`src/assert_macros.svh`:
```
// Assertion macros shared by the detector RTL.
// Depends on a clock named clk and an active-high synchronous reset named rst in scope.
`ifndef ASSERT_MACROS_SVH
`define ASSERT_MACROS_SVH

`ifndef SYNTHESIS
// Checked at every rising clock edge, switched off while reset is high.
`define QSD_ASSERT(label, prop) \
  label: assert property (@(posedge clk) disable iff (rst) (prop)) \
    else $error("qsd assertion failed");
// Checked at every rising clock edge, reset included.
`define QSD_ASSERT_ALWAYS(label, prop) \
  label: assert property (@(posedge clk) (prop)) else $error("qsd assertion failed");
`else
`define QSD_ASSERT(label, prop)
`define QSD_ASSERT_ALWAYS(label, prop)
`endif

`endif

```
`src/qsd_pkg.sv`:
```
// Package for the quadrature sampling detector: widths, types, register codes
// and the Johnson counter helpers. No dependencies.
package qsd_pkg;

  // Base widths of the datapath.
  localparam int SAMPLE_WIDTH   = 16;
  localparam int COEF_FRAC_BITS = 16;
  localparam int PHASE_WIDTH    = 16;

  // Derived widths.
  localparam int HELD_WIDTH  = SAMPLE_WIDTH + 1;
  localparam int DIFF_WIDTH  = SAMPLE_WIDTH + 2;
  localparam int COEF_WIDTH  = COEF_FRAC_BITS + 1;
  localparam int PROD_WIDTH  = DIFF_WIDTH + COEF_WIDTH + 1;
  localparam int NUM_CAPS    = 4;
  localparam int CAP_IDX_WIDTH = 2;
  localparam int CFG_INDEX_WIDTH = 3;
  localparam int CFG_DATA_MAX1 = (PHASE_WIDTH > COEF_WIDTH) ? PHASE_WIDTH : COEF_WIDTH;
  localparam int CFG_DATA_WIDTH = (CFG_DATA_MAX1 > SAMPLE_WIDTH) ? CFG_DATA_MAX1 : SAMPLE_WIDTH;

  typedef logic signed [SAMPLE_WIDTH-1:0] sample_t;
  typedef logic signed [HELD_WIDTH-1:0]   held_t;
  typedef logic signed [DIFF_WIDTH-1:0]   diff_t;
  typedef logic signed [PROD_WIDTH-1:0]   prod_t;
  typedef logic [PHASE_WIDTH-1:0]         phase_t;
  typedef logic [COEF_WIDTH-1:0]          coef_t;
  typedef logic [1:0]                     jc_t;
  typedef logic [CAP_IDX_WIDTH-1:0]       cap_idx_t;
  typedef logic [CFG_INDEX_WIDTH-1:0]     cfg_index_t;
  typedef logic [CFG_DATA_WIDTH-1:0]      cfg_data_t;

  // Configuration register indexes.
  typedef enum logic [CFG_INDEX_WIDTH-1:0] {
    REG_LO_PERIOD      = CFG_INDEX_WIDTH'(0),
    REG_LO_EDGE_PHASE  = CFG_INDEX_WIDTH'(1),
    REG_LO_START_PHASE = CFG_INDEX_WIDTH'(2),
    REG_RC_COEFFICIENT = CFG_INDEX_WIDTH'(3),
    REG_INPUT_BIAS     = CFG_INDEX_WIDTH'(4)
  } cfg_reg_t;

  // Register values after reset.
  localparam phase_t  LO_PERIOD_RESET      = PHASE_WIDTH'(4);
  localparam phase_t  LO_EDGE_PHASE_RESET  = '0;
  localparam phase_t  LO_START_PHASE_RESET = '0;
  localparam coef_t   COEF_UNITY           = coef_t'(1) << COEF_FRAC_BITS;
  localparam coef_t   RC_COEFFICIENT_RESET = coef_t'(1) << (COEF_FRAC_BITS - 1);
  localparam sample_t INPUT_BIAS_RESET     = '0;

  // Capacitor slots in the held-value array.
  localparam cap_idx_t CAP_C2 = CAP_IDX_WIDTH'(0);
  localparam cap_idx_t CAP_C3 = CAP_IDX_WIDTH'(1);
  localparam cap_idx_t CAP_C4 = CAP_IDX_WIDTH'(2);
  localparam cap_idx_t CAP_C5 = CAP_IDX_WIDTH'(3);

  // Two-flip-flop Johnson counter: 00 -> 01 -> 11 -> 10 -> 00.
  function automatic jc_t jc_advance(jc_t jc);
    return {jc[0], ~jc[1]};
  endfunction

  // Johnson code to capacitor: 00 C2, 01 C4, 11 C3, 10 C5.
  function automatic cap_idx_t cap_select(jc_t jc);
    return {jc[0] ^ jc[1], jc[1]};
  endfunction

  // Charging fractions above unity act as unity.
  function automatic coef_t coef_clamp(cfg_data_t data);
    coef_t raw;
    raw = data[COEF_WIDTH-1:0];
    return (raw > COEF_UNITY) ? COEF_UNITY : raw;
  endfunction

endpackage

```
`src/qsd_sample_if.sv`:
```
// Input channel of the detector: valid/ready handshake carrying one sample per beat.
// Depends on qsd_pkg.
interface qsd_sample_if;
  logic             valid;
  logic             ready;
  qsd_pkg::sample_t sample;

  modport source (output valid, output sample, input ready);
  modport sink   (input valid, input sample, output ready);
endinterface

```
`src/qsd_result_if.sv`:
```
// Result channel of the detector: four held values and the I/Q differences per beat.
// Depends on qsd_pkg.
interface qsd_result_if;
  logic           valid;
  logic           ready;
  qsd_pkg::held_t held_c2;
  qsd_pkg::held_t held_c3;
  qsd_pkg::held_t held_c4;
  qsd_pkg::held_t held_c5;
  qsd_pkg::diff_t in_phase;
  qsd_pkg::diff_t quadrature;

  modport source (output valid, output held_c2, output held_c3, output held_c4,
                  output held_c5, output in_phase, output quadrature, input ready);
  modport sink   (input valid, input held_c2, input held_c3, input held_c4,
                  input held_c5, input in_phase, input quadrature, output ready);
endinterface

```
`src/qsd_cfg_if.sv`:
```
// Configuration write channel: register index and write data per beat.
// Depends on qsd_pkg.
interface qsd_cfg_if;
  logic                valid;
  logic                ready;
  qsd_pkg::cfg_index_t index;
  qsd_pkg::cfg_data_t  data;

  modport source (output valid, output index, output data, input ready);
  modport sink   (input valid, input index, input data, output ready);
endinterface

```
`src/quadrature_sampling_detector.sv`:
```
// Quadrature sampling detector. Each accepted sample (plus input_bias) charges one of
// four held capacitor values, chosen by a Johnson counter that a local-oscillator phase
// counter clocks once per oscillator period; every sample yields one result beat with
// all four held values and I = C2 - C3, Q = C4 - C5. The block takes one sample per
// clock cycle while the result channel is not stalled, and passes each sample through
// the input register, then the result register. That rate is set by the state loop:
// phase step and compare, Johnson step, capacitor select, one 18x18 multiply and add.
// Configuration writes are always taken; they must arrive while the block is idle, and
// each write to a listed register reloads the start phase and clears the counter and
// the held values. A charging fraction above unity is clamped to unity when written.
// Depends on qsd_pkg, the three channel interfaces and assert_macros.svh.
`include "assert_macros.svh"

module quadrature_sampling_detector (
  input  logic        clk,
  input  logic        rst,
  qsd_sample_if.sink  samples,
  qsd_result_if.source results,
  qsd_cfg_if.sink     cfg
);

  // Configuration registers.
  qsd_pkg::phase_t  lo_period;
  qsd_pkg::phase_t  lo_edge_phase;
  qsd_pkg::phase_t  lo_start_phase;
  qsd_pkg::coef_t   coef;
  qsd_pkg::sample_t input_bias;

  // Detector state.
  qsd_pkg::phase_t  phase;
  qsd_pkg::jc_t     jc;
  qsd_pkg::held_t   held [qsd_pkg::NUM_CAPS];

  // Input register and result handshake.
  logic             s1_valid;
  qsd_pkg::sample_t s1_sample;
  logic             res_valid;
  qsd_pkg::diff_t   in_phase;
  qsd_pkg::diff_t   quadrature;

  // Next-state values.
  qsd_pkg::phase_t  phase_next;
  qsd_pkg::jc_t     jc_next;
  qsd_pkg::held_t   held_next [qsd_pkg::NUM_CAPS];
  qsd_pkg::phase_t  start_phase_next;

  // Datapath intermediates.
  logic                             advance;
  logic                             cfg_restart;
  logic [qsd_pkg::PHASE_WIDTH:0]    phase_inc;
  qsd_pkg::phase_t                  phase_step;
  qsd_pkg::jc_t                     jc_step;
  qsd_pkg::cap_idx_t                sel;
  qsd_pkg::held_t                   target;
  qsd_pkg::held_t                   held_cur;
  qsd_pkg::diff_t                   diff;
  logic signed [qsd_pkg::COEF_WIDTH:0] coef_s;
  qsd_pkg::prod_t                   prod;
  qsd_pkg::prod_t                   charge;
  qsd_pkg::held_t                   held_upd;
  logic [qsd_pkg::NUM_CAPS-1:0]     held_moved;
  logic                             caps_cleared;
  logic                             iq_consistent;

  // Handshakes: the input register moves on whenever the result register is free.
  assign advance       = s1_valid && (!res_valid || results.ready);
  assign samples.ready = !s1_valid || advance;
  assign cfg.ready     = 1'b1;

  // A write to a listed register restarts the detector.
  always_comb begin
    cfg_restart      = 1'b0;
    start_phase_next = lo_start_phase;
    if (cfg.valid) begin
      case (qsd_pkg::cfg_reg_t'(cfg.index))
        qsd_pkg::REG_LO_PERIOD,
        qsd_pkg::REG_LO_EDGE_PHASE,
        qsd_pkg::REG_RC_COEFFICIENT,
        qsd_pkg::REG_INPUT_BIAS: cfg_restart = 1'b1;
        qsd_pkg::REG_LO_START_PHASE: begin
          cfg_restart      = 1'b1;
          start_phase_next = cfg.data[qsd_pkg::PHASE_WIDTH-1:0];
        end
        default: cfg_restart = 1'b0;
      endcase
    end
  end

  // Oscillator phase step and Johnson counter clocking.
  assign phase_inc  = {1'b0, phase} + (qsd_pkg::PHASE_WIDTH + 1)'(1);
  assign phase_step = (phase_inc >= {1'b0, lo_period}) ? '0
                                                       : phase_inc[qsd_pkg::PHASE_WIDTH-1:0];
  assign jc_step    = (phase_step == lo_edge_phase) ? qsd_pkg::jc_advance(jc) : jc;

  // Selected capacitor moves toward the biased sample by the charging fraction.
  assign sel      = qsd_pkg::cap_select(jc_step);
  assign target   = qsd_pkg::held_t'(s1_sample) + qsd_pkg::held_t'(input_bias);
  assign held_cur = held[sel];
  assign diff     = qsd_pkg::diff_t'(target) - qsd_pkg::diff_t'(held_cur);
  assign coef_s   = {1'b0, coef};
  assign prod     = diff * coef_s;
  assign charge   = prod >>> qsd_pkg::COEF_FRAC_BITS;
  // The new value lies between the old value and the target, so it fits the held width.
  assign held_upd = held_cur + qsd_pkg::held_t'(charge);

  // Next state of the phase, the counter and the held values.
  always_comb begin
    phase_next = phase;
    jc_next    = jc;
    for (int i = 0; i < qsd_pkg::NUM_CAPS; i++) begin
      held_next[i] = held[i];
    end
    if (cfg_restart) begin
      phase_next = start_phase_next;
      jc_next    = '0;
      for (int i = 0; i < qsd_pkg::NUM_CAPS; i++) begin
        held_next[i] = '0;
      end
    end else if (advance) begin
      phase_next     = phase_step;
      jc_next        = jc_step;
      held_next[sel] = held_upd;
    end
  end

  always_comb begin
    for (int i = 0; i < qsd_pkg::NUM_CAPS; i++) begin
      held_moved[i] = (held_next[i] != held[i]);
    end
  end

  // Control and state registers.
  always_ff @(posedge clk) begin
    if (rst) begin
      lo_period      <= qsd_pkg::LO_PERIOD_RESET;
      lo_edge_phase  <= qsd_pkg::LO_EDGE_PHASE_RESET;
      lo_start_phase <= qsd_pkg::LO_START_PHASE_RESET;
      coef           <= qsd_pkg::RC_COEFFICIENT_RESET;
      input_bias     <= qsd_pkg::INPUT_BIAS_RESET;
      phase          <= qsd_pkg::LO_START_PHASE_RESET;
      jc             <= '0;
      for (int i = 0; i < qsd_pkg::NUM_CAPS; i++) begin
        held[i] <= '0;
      end
      s1_valid       <= 1'b0;
      res_valid      <= 1'b0;
    end else begin
      if (cfg.valid) begin
        case (qsd_pkg::cfg_reg_t'(cfg.index))
          qsd_pkg::REG_LO_PERIOD:      lo_period     <= cfg.data[qsd_pkg::PHASE_WIDTH-1:0];
          qsd_pkg::REG_LO_EDGE_PHASE:  lo_edge_phase <= cfg.data[qsd_pkg::PHASE_WIDTH-1:0];
          qsd_pkg::REG_LO_START_PHASE: lo_start_phase <= start_phase_next;
          qsd_pkg::REG_RC_COEFFICIENT: coef          <= qsd_pkg::coef_clamp(cfg.data);
          qsd_pkg::REG_INPUT_BIAS:     input_bias    <= cfg.data[qsd_pkg::SAMPLE_WIDTH-1:0];
          default: ;
        endcase
      end
      phase <= phase_next;
      jc    <= jc_next;
      for (int i = 0; i < qsd_pkg::NUM_CAPS; i++) begin
        held[i] <= held_next[i];
      end
      if (samples.valid && samples.ready) begin
        s1_valid <= 1'b1;
      end else if (advance) begin
        s1_valid <= 1'b0;
      end
      if (advance) begin
        res_valid <= 1'b1;
      end else if (results.ready) begin
        res_valid <= 1'b0;
      end
    end
  end

  // Payload registers: the accepted sample and the I/Q differences.
  always_ff @(posedge clk) begin
    if (samples.valid && samples.ready) begin
      s1_sample <= samples.sample;
    end
    if (advance) begin
      in_phase   <= qsd_pkg::diff_t'(held_next[qsd_pkg::CAP_C2])
                  - qsd_pkg::diff_t'(held_next[qsd_pkg::CAP_C3]);
      quadrature <= qsd_pkg::diff_t'(held_next[qsd_pkg::CAP_C4])
                  - qsd_pkg::diff_t'(held_next[qsd_pkg::CAP_C5]);
    end
  end

  // The held registers change only on a beat or a config restart.
  assign results.valid      = res_valid;
  assign results.held_c2    = held[qsd_pkg::CAP_C2];
  assign results.held_c3    = held[qsd_pkg::CAP_C3];
  assign results.held_c4    = held[qsd_pkg::CAP_C4];
  assign results.held_c5    = held[qsd_pkg::CAP_C5];
  assign results.in_phase   = in_phase;
  assign results.quadrature = quadrature;

  // Conditions checked by the assertions below.
  assign caps_cleared  = (jc == '0) && (held[0] == '0) && (held[1] == '0)
                      && (held[2] == '0) && (held[3] == '0);
  assign iq_consistent = (in_phase == qsd_pkg::diff_t'(held[0]) - qsd_pkg::diff_t'(held[1]))
                      && (quadrature == qsd_pkg::diff_t'(held[2]) - qsd_pkg::diff_t'(held[3]));

  // Assertions.
  `QSD_ASSERT(a_restart_clears, cfg_restart |=> caps_cleared)
  `QSD_ASSERT(a_one_cap_moves, !cfg_restart |-> $countones(held_moved) <= 1)
  `QSD_ASSERT(a_phase_in_range, advance && !cfg_restart |=> (phase == '0) || (phase < lo_period))
  `QSD_ASSERT(a_item_kept, s1_valid && !advance && !rst |=> s1_valid)
  `QSD_ASSERT(a_iq_matches, res_valid |-> iq_consistent)

endmodule
```
`src/flat_wrapper.sv`:
```
// flat-port wrapper written by rule: the top's interface ports become plain ports
module quadrature_sampling_detector_flat 
  (clk, rst, samples_valid, samples_sample, samples_ready, results_valid, results_held_c2, results_held_c3, results_held_c4, results_held_c5, results_in_phase, results_quadrature, results_ready, cfg_valid, cfg_index, cfg_data, cfg_ready);
  qsd_sample_if samples_i ();
  qsd_result_if results_i ();
  qsd_cfg_if cfg_i ();
  input  logic clk;
  input  logic rst;
  input wire logic [$bits(samples_i.valid)-1:0] samples_valid;
  input wire logic [$bits(samples_i.sample)-1:0] samples_sample;
  output wire logic [$bits(samples_i.ready)-1:0] samples_ready;
  output wire logic [$bits(results_i.valid)-1:0] results_valid;
  output wire logic [$bits(results_i.held_c2)-1:0] results_held_c2;
  output wire logic [$bits(results_i.held_c3)-1:0] results_held_c3;
  output wire logic [$bits(results_i.held_c4)-1:0] results_held_c4;
  output wire logic [$bits(results_i.held_c5)-1:0] results_held_c5;
  output wire logic [$bits(results_i.in_phase)-1:0] results_in_phase;
  output wire logic [$bits(results_i.quadrature)-1:0] results_quadrature;
  input wire logic [$bits(results_i.ready)-1:0] results_ready;
  input wire logic [$bits(cfg_i.valid)-1:0] cfg_valid;
  input wire logic [$bits(cfg_i.index)-1:0] cfg_index;
  input wire logic [$bits(cfg_i.data)-1:0] cfg_data;
  output wire logic [$bits(cfg_i.ready)-1:0] cfg_ready;
  assign samples_i.valid = samples_valid;
  assign samples_i.sample = samples_sample;
  assign samples_ready = samples_i.ready;
  assign results_valid = results_i.valid;
  assign results_held_c2 = results_i.held_c2;
  assign results_held_c3 = results_i.held_c3;
  assign results_held_c4 = results_i.held_c4;
  assign results_held_c5 = results_i.held_c5;
  assign results_in_phase = results_i.in_phase;
  assign results_quadrature = results_i.quadrature;
  assign results_i.ready = results_ready;
  assign cfg_i.valid = cfg_valid;
  assign cfg_i.index = cfg_index;
  assign cfg_i.data = cfg_data;
  assign cfg_ready = cfg_i.ready;
  quadrature_sampling_detector u_core (.clk(clk), .rst(rst), .samples(samples_i), .results(results_i), .cfg(cfg_i));
endmodule
```
`config.mk`:
```
export PLATFORM = sky130hd
export DESIGN_NAME = quadrature_sampling_detector_flat
export DESIGN_NICKNAME = d
export VERILOG_FILES = /design/src/qsd_pkg.sv /design/src/qsd_sample_if.sv /design/src/qsd_result_if.sv /design/src/qsd_cfg_if.sv /design/src/quadrature_sampling_detector.sv /design/src/flat_wrapper.sv
export VERILOG_INCLUDE_DIRS = /design/src /design/src/src
export SDC_FILE = /design/constraint.sdc
export NUM_CORES = 1
export LEC_CHECK = 0
export ABC_CLOCK_PERIOD_IN_PS = 27800
export CAP_MARGIN = 10
export CORE_MARGIN = 1
export CORE_UTILIZATION = 45
export DETAILED_ROUTE_END_ITERATION = 12
export DONT_BUFFER_PORTS = 1
export RECOVER_POWER = 100
export SYNTH_ARGS = -nofsm -noshare
export SYNTH_HDL_FRONTEND = slang
export SYNTH_SLANG_ARGS = --single-unit
```
`constraint.sdc`:
```
create_clock -name clk -period 27.8 [get_ports clk]
set_clock_uncertainty 0.2 [all_clocks]
set_input_delay 2.78 -clock clk [delete_from_list [all_inputs] [get_ports clk]]
set_output_delay 2.78 -clock clk [all_outputs]
set_load 0.02 [all_outputs]
```
==> impl_metrics.py <==
metrics = {
    "status": {
        "outcome": "complete, but fails checks",
        "violations": "max-capacitance violations, max-slew violations",
    },
    "cells_and_area": {
        "stdcell_count": 3198,
        "final_cell_mix": "439 x inv_1, 319 x nand2_1, 309 x fa_1, 185 x nor2_1, 169 x dfxtp_1",
        "num-nets-final": 3024,
        "final_common_cell": "inv_1",
        "utilization_pct": 48.45,
        "drive_gt1_share_pct": 4.635,
        "area_growth_syn_to_layout_pct": 5.728,
        "final_area_sq_um": 24460,
    },
    "placement": {
        "place.gp.congestion": 0.9293,
        "io_buffers": 0,
        "dpl_worst_slack_ns": 8.723,
        "dpl_cell_area_sq_um": 23800,
        "dp_cells": 3154,
        "dp_hpwl_mm": 47.11,
    },
    "power_and_ir_drop": {
        "seqPwrFrac_pct": 22.2,
        "p_leak_nw": 11.25,
        "powerDensity_nw_per_um2": 84.96,
        "internal_power_mw": 1.072,
        "ir_worst_vdd_uv": 85.69,
        "power_mw": 2.078,
        "power_switching_mw": 1.006,
        "sw_frac_of_total_pct": 48.43,
        "share_comb_of_total_power_pct": 63.1,
        "p_clk_share_pct": 14.7,
    },
    "yosys": {
        "synth_top_family_by_area": "adder cells",
        "syn-num-nets": 3084,
        "yosys.area.top_type": "fa_1",
        "synthesis.area_sq_um": 23130,
        "synth-simple-area-share_pct": 16.80,
        "synthTopCellsByArea": "fa_1 27%, dfxtp_1 15%, ha_1 9.0%",
        "synth_top_cell_area_share_pct": 26.74,
        "synth-seq-cells": 221,
        "synthAdderAreaFrac_pct": 35.86,
        "synthMuxAreaShare_pct": 4.803,
        "synthFlopType": "dfxtp_1",
        "synth_cell_types": 71,
        "yosysSeqAreaShare_pct": 21.37,
        "ys_warn_count": 0,
        "synth-compound-area-share_pct": 7.913,
        "postSynthCellCount": 2567,
        "async_reset_ff_share_pct": 0,
        "synth_area_per_cell_sq_um": 9.012,
        "synth-edff-count": 52,
        "synth-xor-area-share_pct": 4.240,
    },
    "clock_network": {
        "root_buffer": "clkbuf_16",
        "post_cts_resized": 0,
        "tritoncts": "yes",
        "clock_path_buffers": 3,
        "cts_setup_buffers": 0,
        "postCtsHoldBufs": 0,
        "cts_inserted_buffers": 23,
        "clock_sinks": 221,
        "cts_max_level": 1,
        "clk_pin_slew_worst_paths_ns": 0.07,
        "clkLatencyLatePin_ns": 0.54,
    },
    "timing": {
        "period_needed_ns": 22.18,
        "fin_ws_ns": 5.616,
        "worstMarginPinSlew_ns": 2.048,
        "fmax_mhz": 45.08,
        "holdWs_ns": 0.2665,
        "finalCritPeriodShare_pct": 79.80,
        "fin_tns_setup_ns": 0,
        "hold_viol": 0,
        "grt_setup_unrepaired": "false",
        "setup_viol": 0,
        "max-slew-margin-rel_pct": -37.54,
        "report.final.slew_viol_count": 68,
    },
    "route": {
        "routed_wl_mm": 61.04,
        "vias": 17140,
        "drt_iter0_drc": 1160,
        "dr.pass1.iters": 7,
        "via_per_inst": 5.359,
        "drcViolationCount": 0,
        "ant_nets": 0,
        "avgRoutedWirePerCell_um": 19.09,
    },
    "grt": {
        "grt_usage_pct": 23.87,
        "grt_pass1_wl_mm": 98.58,
        "grt_antenna_before_repair": 6,
        "overflow": 0,
        "grt_pass1_vias": 17770,
        "grt_max_degree": 170,
    },
    "floorplanning": {
        "ioPinCount": 148,
        "core_area_sq_um": 50480,
        "die_area_sq_um": 52320,
        "chipWidth_um": 228.7,
        "die_y_um": 228.7,
        "start_util_pct": 45.83,
        "rows": 82,
    },
    "critical_path": {
        "regToRegStartpoint": "u_core.phase[0]$_SDFFE_PP0P_",
        "crit_start": "u_core.phase[0]$_SDFFE_PP0P_",
        "slowest_stage": "xnor2_1",
        "cp.depth": 63,
        "crit_arrival_ns": 22.27,
        "max_stage_delay_ns": 1.53,
        "critical_path.endpoint": "u_core.results.quadrature[16]$_DFFE_PP_",
        "path_buf_inv": 7,
        "crit_type": "reg2reg",
        "crit_fanout": 21,
        "path_delay_family": "adder cells",
        "ff2ff_setup_slack_ns": 5.62,
        "crit_top_cell": "ha_1",
        "required_ns": 27.89,
        "crit_path_start_kind": "register",
        "r2r_end": "u_core.results.quadrature[16]$_DFFE_PP_",
        "rr_worst_depth": 63,
        "critPathCaptureType": "register",
    },
    "run": {
        "max_cap_violations": 3,
    },
    "worst_hold_path": {
        "hold_class": "reg2reg",
    },
}
==> routing by layer <==
metal | share of wire, % | global-route usage (%)
met2 | 46 | 38.59
met5 | 0.084 | 0
met4 | 2.3 | 5.663
met3 | 7.1 | 4.616
met1 | 45 | 32.91
==> synthesized netlist by cell type, types with 19 or more instances <==
master and number:
inv_1 439, nand2_1 319, fa_1 309, nor2_1 186, dfxtp_1 169, ha_1 167, and2_1 156, a21oi_1 128
clkbuf_1 103, xnor2_1 76, edfxtp_1 52, nor3_1 52, mux2i_1 48, o21ai_0 44, xor2_1 25, nor2b_1 24
a21o_1 23, mux2_2 22, nand2b_1 19, nand3_1 19
==> power by group through the flow <==
stage	logic (mW)	registers (mW)	clock network [mW]
detailed placement	1.29	0.466	0
global route	1.46	0.465	0.322
global placement	1.29	0.468	0
CTS	1.32	0.461	0.310
finish	1.31	0.461	0.306
floorplan	0.927	0.453	0
==> kinds of logic after synthesis <==
logic type               count (synthesis)
multiplexers                            87
XOR/XNOR                               106
flip-flops                             221
AO/OA/AOI/OAI                          294
adder cells (fa/ha/maj)                478
buffers and inverters                  550
AND/OR/NAND/NOR                        830
other                                    1
==> worst min-delay path by stage <==
stage | start | end | slack (ns) | depth (start not counted)
after floorplan | u_core.input_bias[0]$_SDFFE_PP0P_ | u_core.input_bias[0]$_SDFFE_PP0P_ | 0.24 | 2
after global placement | u_core.lo_period[8]$_SDFFE_PP0P_ | u_core.lo_period[8]$_SDFFE_PP0P_ | 0.24 | 2
after detailed placement | u_core.lo_period[4]$_SDFFE_PP0P_ | u_core.lo_period[4]$_SDFFE_PP0P_ | 0.25 | 2
after CTS | u_core.input_bias[0]$_SDFFE_PP0P_ | u_core.input_bias[0]$_SDFFE_PP0P_ | 0.26 | 2
after global routing | u_core.lo_period[4]$_SDFFE_PP0P_ | u_core.lo_period[4]$_SDFFE_PP0P_ | 0.28 | 2
final | u_core.lo_period[8]$_SDFFE_PP0P_ | u_core.lo_period[8]$_SDFFE_PP0P_ | 0.27 | 2
==> layout make-up <==
cell class / count / area [sq um]
diodes: 2 / 5.005
clock buffers: 26 / 629.4
clock inverters: 16 / 101.3
fillers: 4820 / 26020
inverters: 439 / 1648
multi-input cells: 1796 / 16110
flip-flops and latches: 221 / 4945
well taps: 672 / 840.8
repair buffers: 26 / 183.9
==> worst register-to-register path: cells and delay by family, from the launching register on <==
| family | cells | cell delay [ns] |
|---|---|---|
| adder cells (fa/ha/maj) | 16 | 6.82 |
| AO/OA/AOI/OAI | 19 | 6.64 |
| XOR/XNOR | 5 | 2.58 |
| AND/OR/NAND/NOR | 13 | 2.41 |
| buffers and inverters | 7 | 1.58 |
| multiplexers | 3 | 1.23 |
| flip-flops | 1 | 0.50 |
==> registers in the layout, summed over array words and instances (netlist names), 17 cells and up <==
name / cells
u_core.held: 68
u_core.results.in_phase: 18
u_core.results.quadrature: 18
u_core.coef: 17
Note: power is estimated with default switching activity, not from simulation.
